[config.mk]
export PLATFORM = sky130hd
export DESIGN_NAME = sha1_message_digest
export DESIGN_NICKNAME = d
export VERILOG_FILES = /design/src/rtl/core/sha1_pkg.sv /design/src/rtl/core/sha1_compress.sv /design/src/rtl/core/sha1_message_digest.sv
export SDC_FILE = /design/constraint.sdc
export NUM_CORES = 2
export LEC_CHECK = 0
export BUFFER_PORTS_ARGS = -buffer_cell sky130_fd_sc_hd__clkbuf_2
export CAP_MARGIN = 25
export CORE_ASPECT_RATIO = 0.75
export CORE_MARGIN = 2
export CORE_UTILIZATION = 60
export CTS_BUF_LIST = sky130_fd_sc_hd__clkbuf_2
export CTS_CLUSTER_SIZE = 20
export DETAILED_ROUTE_END_ITERATION = 6
export GPL_ROUTABILITY_DRIVEN = 0
export GPL_TIMING_DRIVEN = 0
export PLACE_DENSITY = 0.76
export SLEW_MARGIN = 20
export SYNTH_ARGS = -nofsm -noshare
export SYNTH_HDL_FRONTEND = slang
export SYNTH_SLANG_ARGS = --single-unit
[constraint.sdc]
create_clock -name i_clk -period 50 [get_ports i_clk]
set_input_delay 5 -clock i_clk [delete_from_list [all_inputs] [get_ports i_clk]]
set_output_delay 5 -clock i_clk [all_outputs]
set_load 0.05 [all_outputs]
[src/rtl/core/sha1_pkg.sv]
// Types and constants for the SHA-1 message digest block
package sha1_pkg;

    typedef struct packed {
        logic [7:0] data_byte;
        logic       has_byte;
        logic       end_of_message;
    } t_in_item;

    typedef struct packed {
        logic [31:0] digest_word;
        logic [2:0]  word_index;
        logic        last_word;
    } t_out_item;

    typedef logic [0:4][31:0] t_chain;

    typedef struct packed {
        logic       shift_byte;
        logic [7:0] byte_val;
        logic       start;
        logic       reinit;
    } t_core_ctrl;

    typedef struct packed {
        logic done;
    } t_core_stat;

    localparam t_chain H_INIT = '{
        32'h67452301, 32'hEFCDAB89, 32'h98BADCFE, 32'h10325476, 32'hC3D2E1F0
    };

    localparam logic [31:0] K_ROUND0 = 32'h5A827999;
    localparam logic [31:0] K_ROUND1 = 32'h6ED9EBA1;
    localparam logic [31:0] K_ROUND2 = 32'h8F1BBCDC;
    localparam logic [31:0] K_ROUND3 = 32'hCA62C1D6;

    localparam logic [6:0] LAST_ROUND    = 7'd79;
    localparam logic [7:0] PAD_MARK      = 8'h80;
    localparam logic [5:0] FILL_LAST     = 6'd63;
    localparam logic [5:0] FILL_LEN      = 6'd56;
    localparam logic [3:0] LEN_BYTES     = 4'd8;
    localparam logic [2:0] LAST_WORD_IDX = 3'd4;
    localparam logic [63:0] BITS_PER_BYTE = 64'd8;

endpackage

[src/rtl/core/sha1_compress.sv]
// SHA-1 block window, round unit, sequencer and chain value
module sha1_compress (
    input  logic                i_clk,
    input  logic                i_rst_n,
    input  sha1_pkg::t_core_ctrl i_ctrl,
    output sha1_pkg::t_core_stat o_stat,
    output sha1_pkg::t_chain     o_chain
);
    import sha1_pkg::*;

    typedef enum logic [1:0] {
        C_IDLE,
        C_ROUND,
        C_ADD
    } t_cstate;

    t_cstate      r_state;
    logic [6:0]   r_round;
    logic         r_done;
    t_chain       r_chain;
    t_chain       r_work;
    logic [511:0] r_window;

    logic [31:0] w_cur;
    logic [31:0] w_mix;
    logic [31:0] w_next;
    logic [31:0] f_val;
    logic [31:0] k_val;
    logic [31:0] t_val;
    t_chain      n_work;

    assign w_cur  = r_window[511:480];
    assign w_mix  = r_window[95:64] ^ r_window[255:224]
                  ^ r_window[447:416] ^ r_window[511:480];
    assign w_next = {w_mix[30:0], w_mix[31]};

    always_comb begin
        case (r_round) inside
            [7'd0:7'd19]: begin
                f_val = (r_work[1] & r_work[2]) | (~r_work[1] & r_work[3]);
                k_val = K_ROUND0;
            end
            [7'd20:7'd39]: begin
                f_val = r_work[1] ^ r_work[2] ^ r_work[3];
                k_val = K_ROUND1;
            end
            [7'd40:7'd59]: begin
                f_val = (r_work[1] & r_work[2]) | (r_work[1] & r_work[3])
                      | (r_work[2] & r_work[3]);
                k_val = K_ROUND2;
            end
            default: begin
                f_val = r_work[1] ^ r_work[2] ^ r_work[3];
                k_val = K_ROUND3;
            end
        endcase
        t_val = {r_work[0][26:0], r_work[0][31:27]} + f_val + r_work[4] + k_val + w_cur;
        n_work[0] = t_val;
        n_work[1] = r_work[0];
        n_work[2] = {r_work[1][1:0], r_work[1][31:2]};
        n_work[3] = r_work[2];
        n_work[4] = r_work[3];
    end

    always_ff @(posedge i_clk) begin
        if (!i_rst_n) begin
            r_state <= C_IDLE;
            r_round <= '0;
            r_done  <= 1'b0;
            r_chain <= H_INIT;
        end else begin
            r_done <= 1'b0;
            case (r_state)
                C_IDLE: begin
                    if (i_ctrl.reinit) begin
                        r_chain <= H_INIT;
                    end
                    if (i_ctrl.start) begin
                        r_round <= '0;
                        r_state <= C_ROUND;
                    end
                end
                C_ROUND: begin
                    if (r_round == LAST_ROUND) begin
                        r_round <= '0;
                        r_state <= C_ADD;
                    end else begin
                        r_round <= r_round + 7'd1;
                    end
                end
                C_ADD: begin
                    for (int i = 0; i < 5; i++) begin
                        r_chain[i] <= r_chain[i] + r_work[i];
                    end
                    r_done  <= 1'b1;
                    r_state <= C_IDLE;
                end
                default: begin
                    r_state <= C_IDLE;
                end
            endcase
        end
    end

    always_ff @(posedge i_clk) begin
        if (r_state == C_ROUND) begin
            r_work   <= n_work;
            r_window <= {r_window[479:0], w_next};
        end else begin
            if (i_ctrl.start) begin
                r_work <= r_chain;
            end
            if (i_ctrl.shift_byte) begin
                r_window <= {r_window[503:0], i_ctrl.byte_val};
            end
        end
    end

    assign o_stat.done = r_done;
    assign o_chain     = r_chain;

endmodule

[src/rtl/core/sha1_message_digest.sv]
// SHA-1 message digest top level: byte intake, padding, digest output
//
// Takes one item per cycle while o_in_stall is low; each item carries at most one message
// byte. When a 64-byte block fills, the block stalls its input while it runs 80 SHA-1 rounds
// at one per cycle through a single round adder, folds the result into the chain value and
// hands back. On an end-of-message item the block inserts its own padding and length bytes
// (9 to 72) at one byte per cycle, except while a filled block compresses, runs one or two
// more compressions, then presents five digest words, most significant first, each held until
// taken. The chain value returns to the SHA-1 initial value once the fifth word is taken.
module sha1_message_digest (
    input  logic                i_clk,
    input  logic                i_rst_n,
    input  logic                i_in_valid,
    output logic                o_in_stall,
    input  sha1_pkg::t_in_item  i_in_item,
    output logic                o_out_valid,
    input  logic                i_out_stall,
    output sha1_pkg::t_out_item o_out_item
);
    import sha1_pkg::*;

    typedef enum logic [1:0] {
        ST_IDLE,
        ST_COMP,
        ST_PAD,
        ST_OUT
    } t_state;

    t_state      r_state;
    logic [5:0]  r_fill;
    logic [63:0] r_msg_bits;
    logic        r_closing;
    logic        r_mark_done;
    logic [3:0]  r_len_cnt;
    logic [2:0]  r_out_idx;

    logic       in_acc;
    logic       ins_en;
    logic [7:0] ins_byte;
    logic       len_phase;
    logic       fill_wrap;
    t_core_ctrl core_ctrl;
    t_core_stat core_stat;
    t_chain     chain;

    assign in_acc     = i_in_valid && !o_in_stall;
    assign o_in_stall = (r_state != ST_IDLE);
    assign len_phase  = r_mark_done && ((r_len_cnt != 4'd0) || (r_fill == FILL_LEN));

    always_comb begin
        ins_en   = 1'b0;
        ins_byte = i_in_item.data_byte;
        if (r_state == ST_IDLE) begin
            ins_en = in_acc && i_in_item.has_byte;
        end else if (r_state == ST_PAD) begin
            ins_en = 1'b1;
            if (!r_mark_done) begin
                ins_byte = PAD_MARK;
            end else if (len_phase) begin
                ins_byte = r_msg_bits[63:56];
            end else begin
                ins_byte = 8'h00;
            end
        end
    end

    assign fill_wrap = ins_en && (r_fill == FILL_LAST);

    always_comb begin
        core_ctrl.shift_byte = ins_en;
        core_ctrl.byte_val   = ins_byte;
        core_ctrl.start      = fill_wrap;
        core_ctrl.reinit     = (r_state == ST_OUT) && !i_out_stall
                            && (r_out_idx == LAST_WORD_IDX);
    end

    sha1_compress u_compress (
        .i_clk   (i_clk),
        .i_rst_n (i_rst_n),
        .i_ctrl  (core_ctrl),
        .o_stat  (core_stat),
        .o_chain (chain)
    );

    always_ff @(posedge i_clk) begin
        if (!i_rst_n) begin
            r_state     <= ST_IDLE;
            r_fill      <= '0;
            r_msg_bits  <= '0;
            r_closing   <= 1'b0;
            r_mark_done <= 1'b0;
            r_len_cnt   <= '0;
            r_out_idx   <= '0;
        end else begin
            if (ins_en) begin
                r_fill <= r_fill + 6'd1;
            end
            case (r_state)
                ST_IDLE: begin
                    if (in_acc) begin
                        if (i_in_item.has_byte) begin
                            r_msg_bits <= r_msg_bits + BITS_PER_BYTE;
                        end
                        if (i_in_item.end_of_message) begin
                            r_closing   <= 1'b1;
                            r_mark_done <= 1'b0;
                            r_len_cnt   <= '0;
                        end
                        if (fill_wrap) begin
                            r_state <= ST_COMP;
                        end else if (i_in_item.end_of_message) begin
                            r_state <= ST_PAD;
                        end
                    end
                end
                ST_PAD: begin
                    if (!r_mark_done) begin
                        r_mark_done <= 1'b1;
                    end else if (len_phase) begin
                        r_msg_bits <= {r_msg_bits[55:0], 8'h00};
                        r_len_cnt  <= r_len_cnt + 4'd1;
                    end
                    if (fill_wrap) begin
                        r_state <= ST_COMP;
                    end
                end
                ST_COMP: begin
                    if (core_stat.done) begin
                        if (r_closing && (r_len_cnt == LEN_BYTES)) begin
                            r_out_idx <= '0;
                            r_state   <= ST_OUT;
                        end else if (r_closing) begin
                            r_state <= ST_PAD;
                        end else begin
                            r_state <= ST_IDLE;
                        end
                    end
                end
                ST_OUT: begin
                    if (!i_out_stall) begin
                        if (r_out_idx == LAST_WORD_IDX) begin
                            r_closing  <= 1'b0;
                            r_msg_bits <= '0;
                            r_fill     <= '0;
                            r_state    <= ST_IDLE;
                        end else begin
                            r_out_idx <= r_out_idx + 3'd1;
                        end
                    end
                end
                default: begin
                    r_state <= ST_IDLE;
                end
            endcase
        end
    end

    assign o_out_valid            = (r_state == ST_OUT);
    assign o_out_item.digest_word = chain[r_out_idx];
    assign o_out_item.word_index  = r_out_idx;
    assign o_out_item.last_word   = (r_out_idx == LAST_WORD_IDX);

endmodule

==> reports/qor_table.md <==
| Stage | Quantity | Value |
|:---|:---|:---|
| finish | Leading cell types in the layout, fill and taps excluded | nand2_1 (2038), edfxtp_1 (672), clkbuf_2 (395) |
| floorplan | Initial standard-cell utilization of the core | 60.8% |
| power | Switching power summed over all nets | 0.455 mW |
| routing | Overall routed net length | 180000 um |
| floorplan | Count of pins on the block boundary | 52 |
| sta | Summed negative setup slack over all endpoints | 0 ps |
| clocking | CTS H-Tree Depth | 4 |
| sta | Highest clock rate | 100 MHz |
| grt | Initial antenna violation count | 5 |
| routing | Initial DRT Pass Iterations | 7 |
| yosys | Nets in the synthesized netlist | 6262 |
| worst setup path | Crit. Startpoint | r_out_idx[1] |
| worst setup path | Worst R2R Start | u_compress.r_round[0] |
| yosys | Yosys reg bits | 920 |
| routing | Via count | 47646 |
| clocking | Clock edge transition at the registers on the reported setup and hold paths | 100 ps |
| sta | Count of final max-slew check failures | 0 |
| routing | DRT iter0 DRCs | 7707 |
| clocking | Number of sinks on the clock net | 920 |
| yosys | Cell type with the highest aggregate area in the netlist | edfxtp_1 |
| clocking | Buffers inserted during post-CTS setup optimization | 0 |
| yosys | Synth warnings | 0 |
| finish | Total area of multi-input combinational cells | 26300 sq um |
| routing | Average via count per standard cell | 6.29 |
| yosys | Mapped Area | 53700 sq um |
| sta | Final count of negative-setup-slack endpoints | 0 |
| routing | Antenna Nets Post-Route | 0 |
| worst setup path | Library cell appearing most often on the critical path | clkbuf_1 |
| finish | Fin cells | 7579 |
| power | Sequential share of power | 57.4% |
| power | Internal power | 1.11 mW |
| power | Part of the power in the clock network | 33.7% |
| finish | Sequential cell area | 25100 sq um |
| power | Maximum vdd ir drop | 0.0275 mV |
| clocking | Total of hold buffers inserted after clock tree synthesis | 0 |
| yosys | Area contributors post-synth | edfxtp_1 (38%), nand2_1 (14%), dfxtp_1 (9.3%), ha_1 (4.9%), fa_1 (4.4%) |
| worst setup path | Cell type group with the largest total delay on the critical path | buffers and inverters |
| clocking | CTS tree | done |
| yosys | Share of the synthesized area in the top cell type | 37.6% |
| finish | Final core occ | 66.1% |
| clocking | Number of buffers added by the clock tree synthesis step | 220 |
| grt | Wire length of the first global-routing pass | 266000 um |
| yosys | Post-synthesis instance total | 5920 |
| worst setup path | Critical Path Fanout Max | 10 |
| sta | Hold Violations, Final | 0 |
| worst setup path | Worst path arrival time | 4990 ps |
| sta | Share of the clock period used by the worst path | 20.0% |
| worst setup path | Critical Path Slowest Stage Cell | clkbuf_1 |
| worst setup path | Count of buffer and inverter cells on the critical path | 5 |
| grt | Remaining global-route overflow | 0 |
| finish | Number of nets at the end of the flow | 6571 |
| sta | Slew HR | 18.2% |
| worst hold path | Path class of the lowest-slack min-delay path | reg2reg |
| power | Switching power as a share of total power | 29.1% |
| placed design | Number of I/O port buffers | 50 |
| sta | Slew at the pin closest to its max-slew limit | 1230 ps |
| clocking | Resized Gates After CTS | 0 |
| placed design | Cell Count Post-Placement | 7152 |
| yosys | Unique masters post-synth | 90 |
| finish | Final instance area | 58300 sq um |
| power | Final Power | 1.56 mW |
| floorplan | Vertical die dimension | 263 um |
| yosys | Synthesized area per cell | 9.07 sq um |
| clocking | Number of buffers on the longest clock path | 3 |
| grt | Overall track demand over capacity in global routing | 38.6% |
| yosys | Post-synth EDFFs | 672 |
| power | Share of power burned in combinational logic | 8.9% |
| floorplan | Number of placement rows | 94 |
| worst setup path | Worst Setup Path Type | reg2out |
| routing | Wire per inst | 23.8 um |
| yosys | Sequential area share after synthesis | 46.8% |
| clocking | Clock root buffer | clkbuf_2 |
| finish | Area added between synthesis and finish | 8.68% |
| floorplan | Floorplan die width | 349 um |
| yosys | Top_reg_cell synth | edfxtp_1 |
| sta | Clock period minus final worst setup slack | 9990 ps |
| worst setup path | Data required, critical path | 45000 ps |
| worst setup path | Startpoint type of the worst setup path | flip-flop |
| flow run | Number of max-cap violations | 0 |
| worst setup path | Worst path cell trace | clkbuf_1 -> inv_1 -> and3_1 -> clkbuf_1 -> clkbuf_1 -> nand2_1 -> o21ai_0 -> clkbuf_2 |
| placed design | Area post-placement | 56100 sq um |
| routing | # DRC | 0 |
| worst setup path | Endpoint type of the worst setup path | primary output |
| placed design | Dpl hpwl | 138000 um |
| finish | Fraction of final layout cells sized beyond drive strength 1 | 8.28% |
| sta | Worst clock skew | 146 ps |
| yosys | Fraction of registers with async set/reset | 0% |
| floorplan | Area enclosed by the die boundary | 91900 sq um |
| floorplan | Standard cell core area | 88200 sq um |
| worst hold path | Hold path startpoint | r_closing |
| sta | Unrepaired setup endpoints after global routing | false |
| power | Reported leakage power | 24.9 nW |
| grt | Largest net degree at the start of global routing | 41 |
| worst setup path | Worst stage delay on the critical path | 740 ps |
| clocking | Skew-Pair Late Insertion Delay | 1730 ps |
| grt | Vias in the first global route | 43254 |
| power | Power density over the cells | 26.8 nW/um^2 |
| finish | Number of fill cells | 7176 |
| finish | Commonest non-fill, non-tap cell in the layout | nand2_1 |
| status | Result of the run | completed |
==> stage by stage <==
stage / hold WS [ps] / worst slack [ps]
floorplan: 439 / 7230
global placement: 453 / -8160
detailed placement: 468 / 41010
CTS: 482 / 39980
global route: 518 / 39960
finish: 484 / 40010
==> cell type report <==
cell class                 instances  share of cell area [%]
antenna                           15                  0.0643
buffer                           272                    1.77
clock buffer                     344                    2.95
clock inverter                    61                   0.545
inverter                         325                    2.09
multi-input combinational       4403                    45.1
sequential                       920                    43.1
tap                             1152                    2.47
timing repair buffer              87                    1.90
==> cell usage after synthesis (48+ instances only) <==
| master | number |
|---|---|
| ha_1 | 209 |
| a21oi_1 | 228 |
| edfxtp_1 | 672 |
| mux2i_1 | 48 |
| o22ai_1 | 77 |
| nand2_1 | 2039 |
| fa_1 | 119 |
| o21ai_0 | 278 |
| nand3_1 | 79 |
| dfxtp_1 | 248 |
| nor3_1 | 60 |
| a21o_1 | 84 |
| nor2_1 | 241 |
| clkbuf_1 | 232 |
| nor2b_1 | 80 |
| xnor2_1 | 206 |
| inv_1 | 324 |
| a22oi_1 | 58 |
| xor2_1 | 78 |
==> power groups by stage <==
stage	clock [mW]	sequential (mW)	combinational, mW
floorplan	0	0.943	0.0914
global placement	0	0.982	0.119
detailed placement	0	0.912	0.135
CTS	0.526	0.895	0.136
global route	0.561	0.899	0.152
finish	0.526	0.898	0.140
==> final timing paths <==
kind	end	slack, ps	cells past startpoint
worst min-delay path	r_closing	480	2
worst min register to register	r_closing	480	2
worst max register to register	u_compress.n_work[124]	40350	28
worst max-delay path	o_out_item[12]	40010	8
==> cell families (layout without fill, tap and decap cells) <==
family                     count (synthesis)  count (layout)  share of synthesized area, %
and+or+nand+nor                         2697            2697                          20.7
adders and majority gates                328             328                          9.31
AOI/OAI and AO/OA                       1014            1014                          12.1
DFF                                      920             920                          46.8
muxes                                     80              80                          2.24
xor gates and xnor gates                 284             284                          4.63
buffers and inverters                    597            1089                          4.19
other                                      0              15                             0
==> per-layer routing <==
layer	GRT usage (%)	vias up	part of all wire [%]
met5	0	-	0
li1	-	21003	-
met1	57.7	22407	40
met3	16.8	458	18
met4	13.5	0	3.4
met2	49.2	3778	38
==> state kept, by name, indices dropped and copies added, names as in the netlist, 2 cells and up <==
signal and cells:
u_compress.o_chain 160, r_len_cnt 4, u_compress.r_window 512, r_state 2, r_fill 6, u_compress.r_state 2
u_compress.n_work 128, u_compress.r_work 32, r_out_idx 3, r_msg_bits 61, u_compress.r_round 7
==> worst register-to-register path: cells and delay by family, from the launching register on <==
| kind | cells | cell delay [ps] |
|---|---|---|
| AND/OR/NAND/NOR | 7 | 2060 |
| AO/OA/AOI/OAI | 8 | 1960 |
| adder cells (fa/ha/maj) | 5 | 1880 |
| buffers and inverters | 7 | 2860 |
| flip-flops | 1 | 430 |
| XOR/XNOR | 1 | 180 |
(Power assumes the default switching activity.)
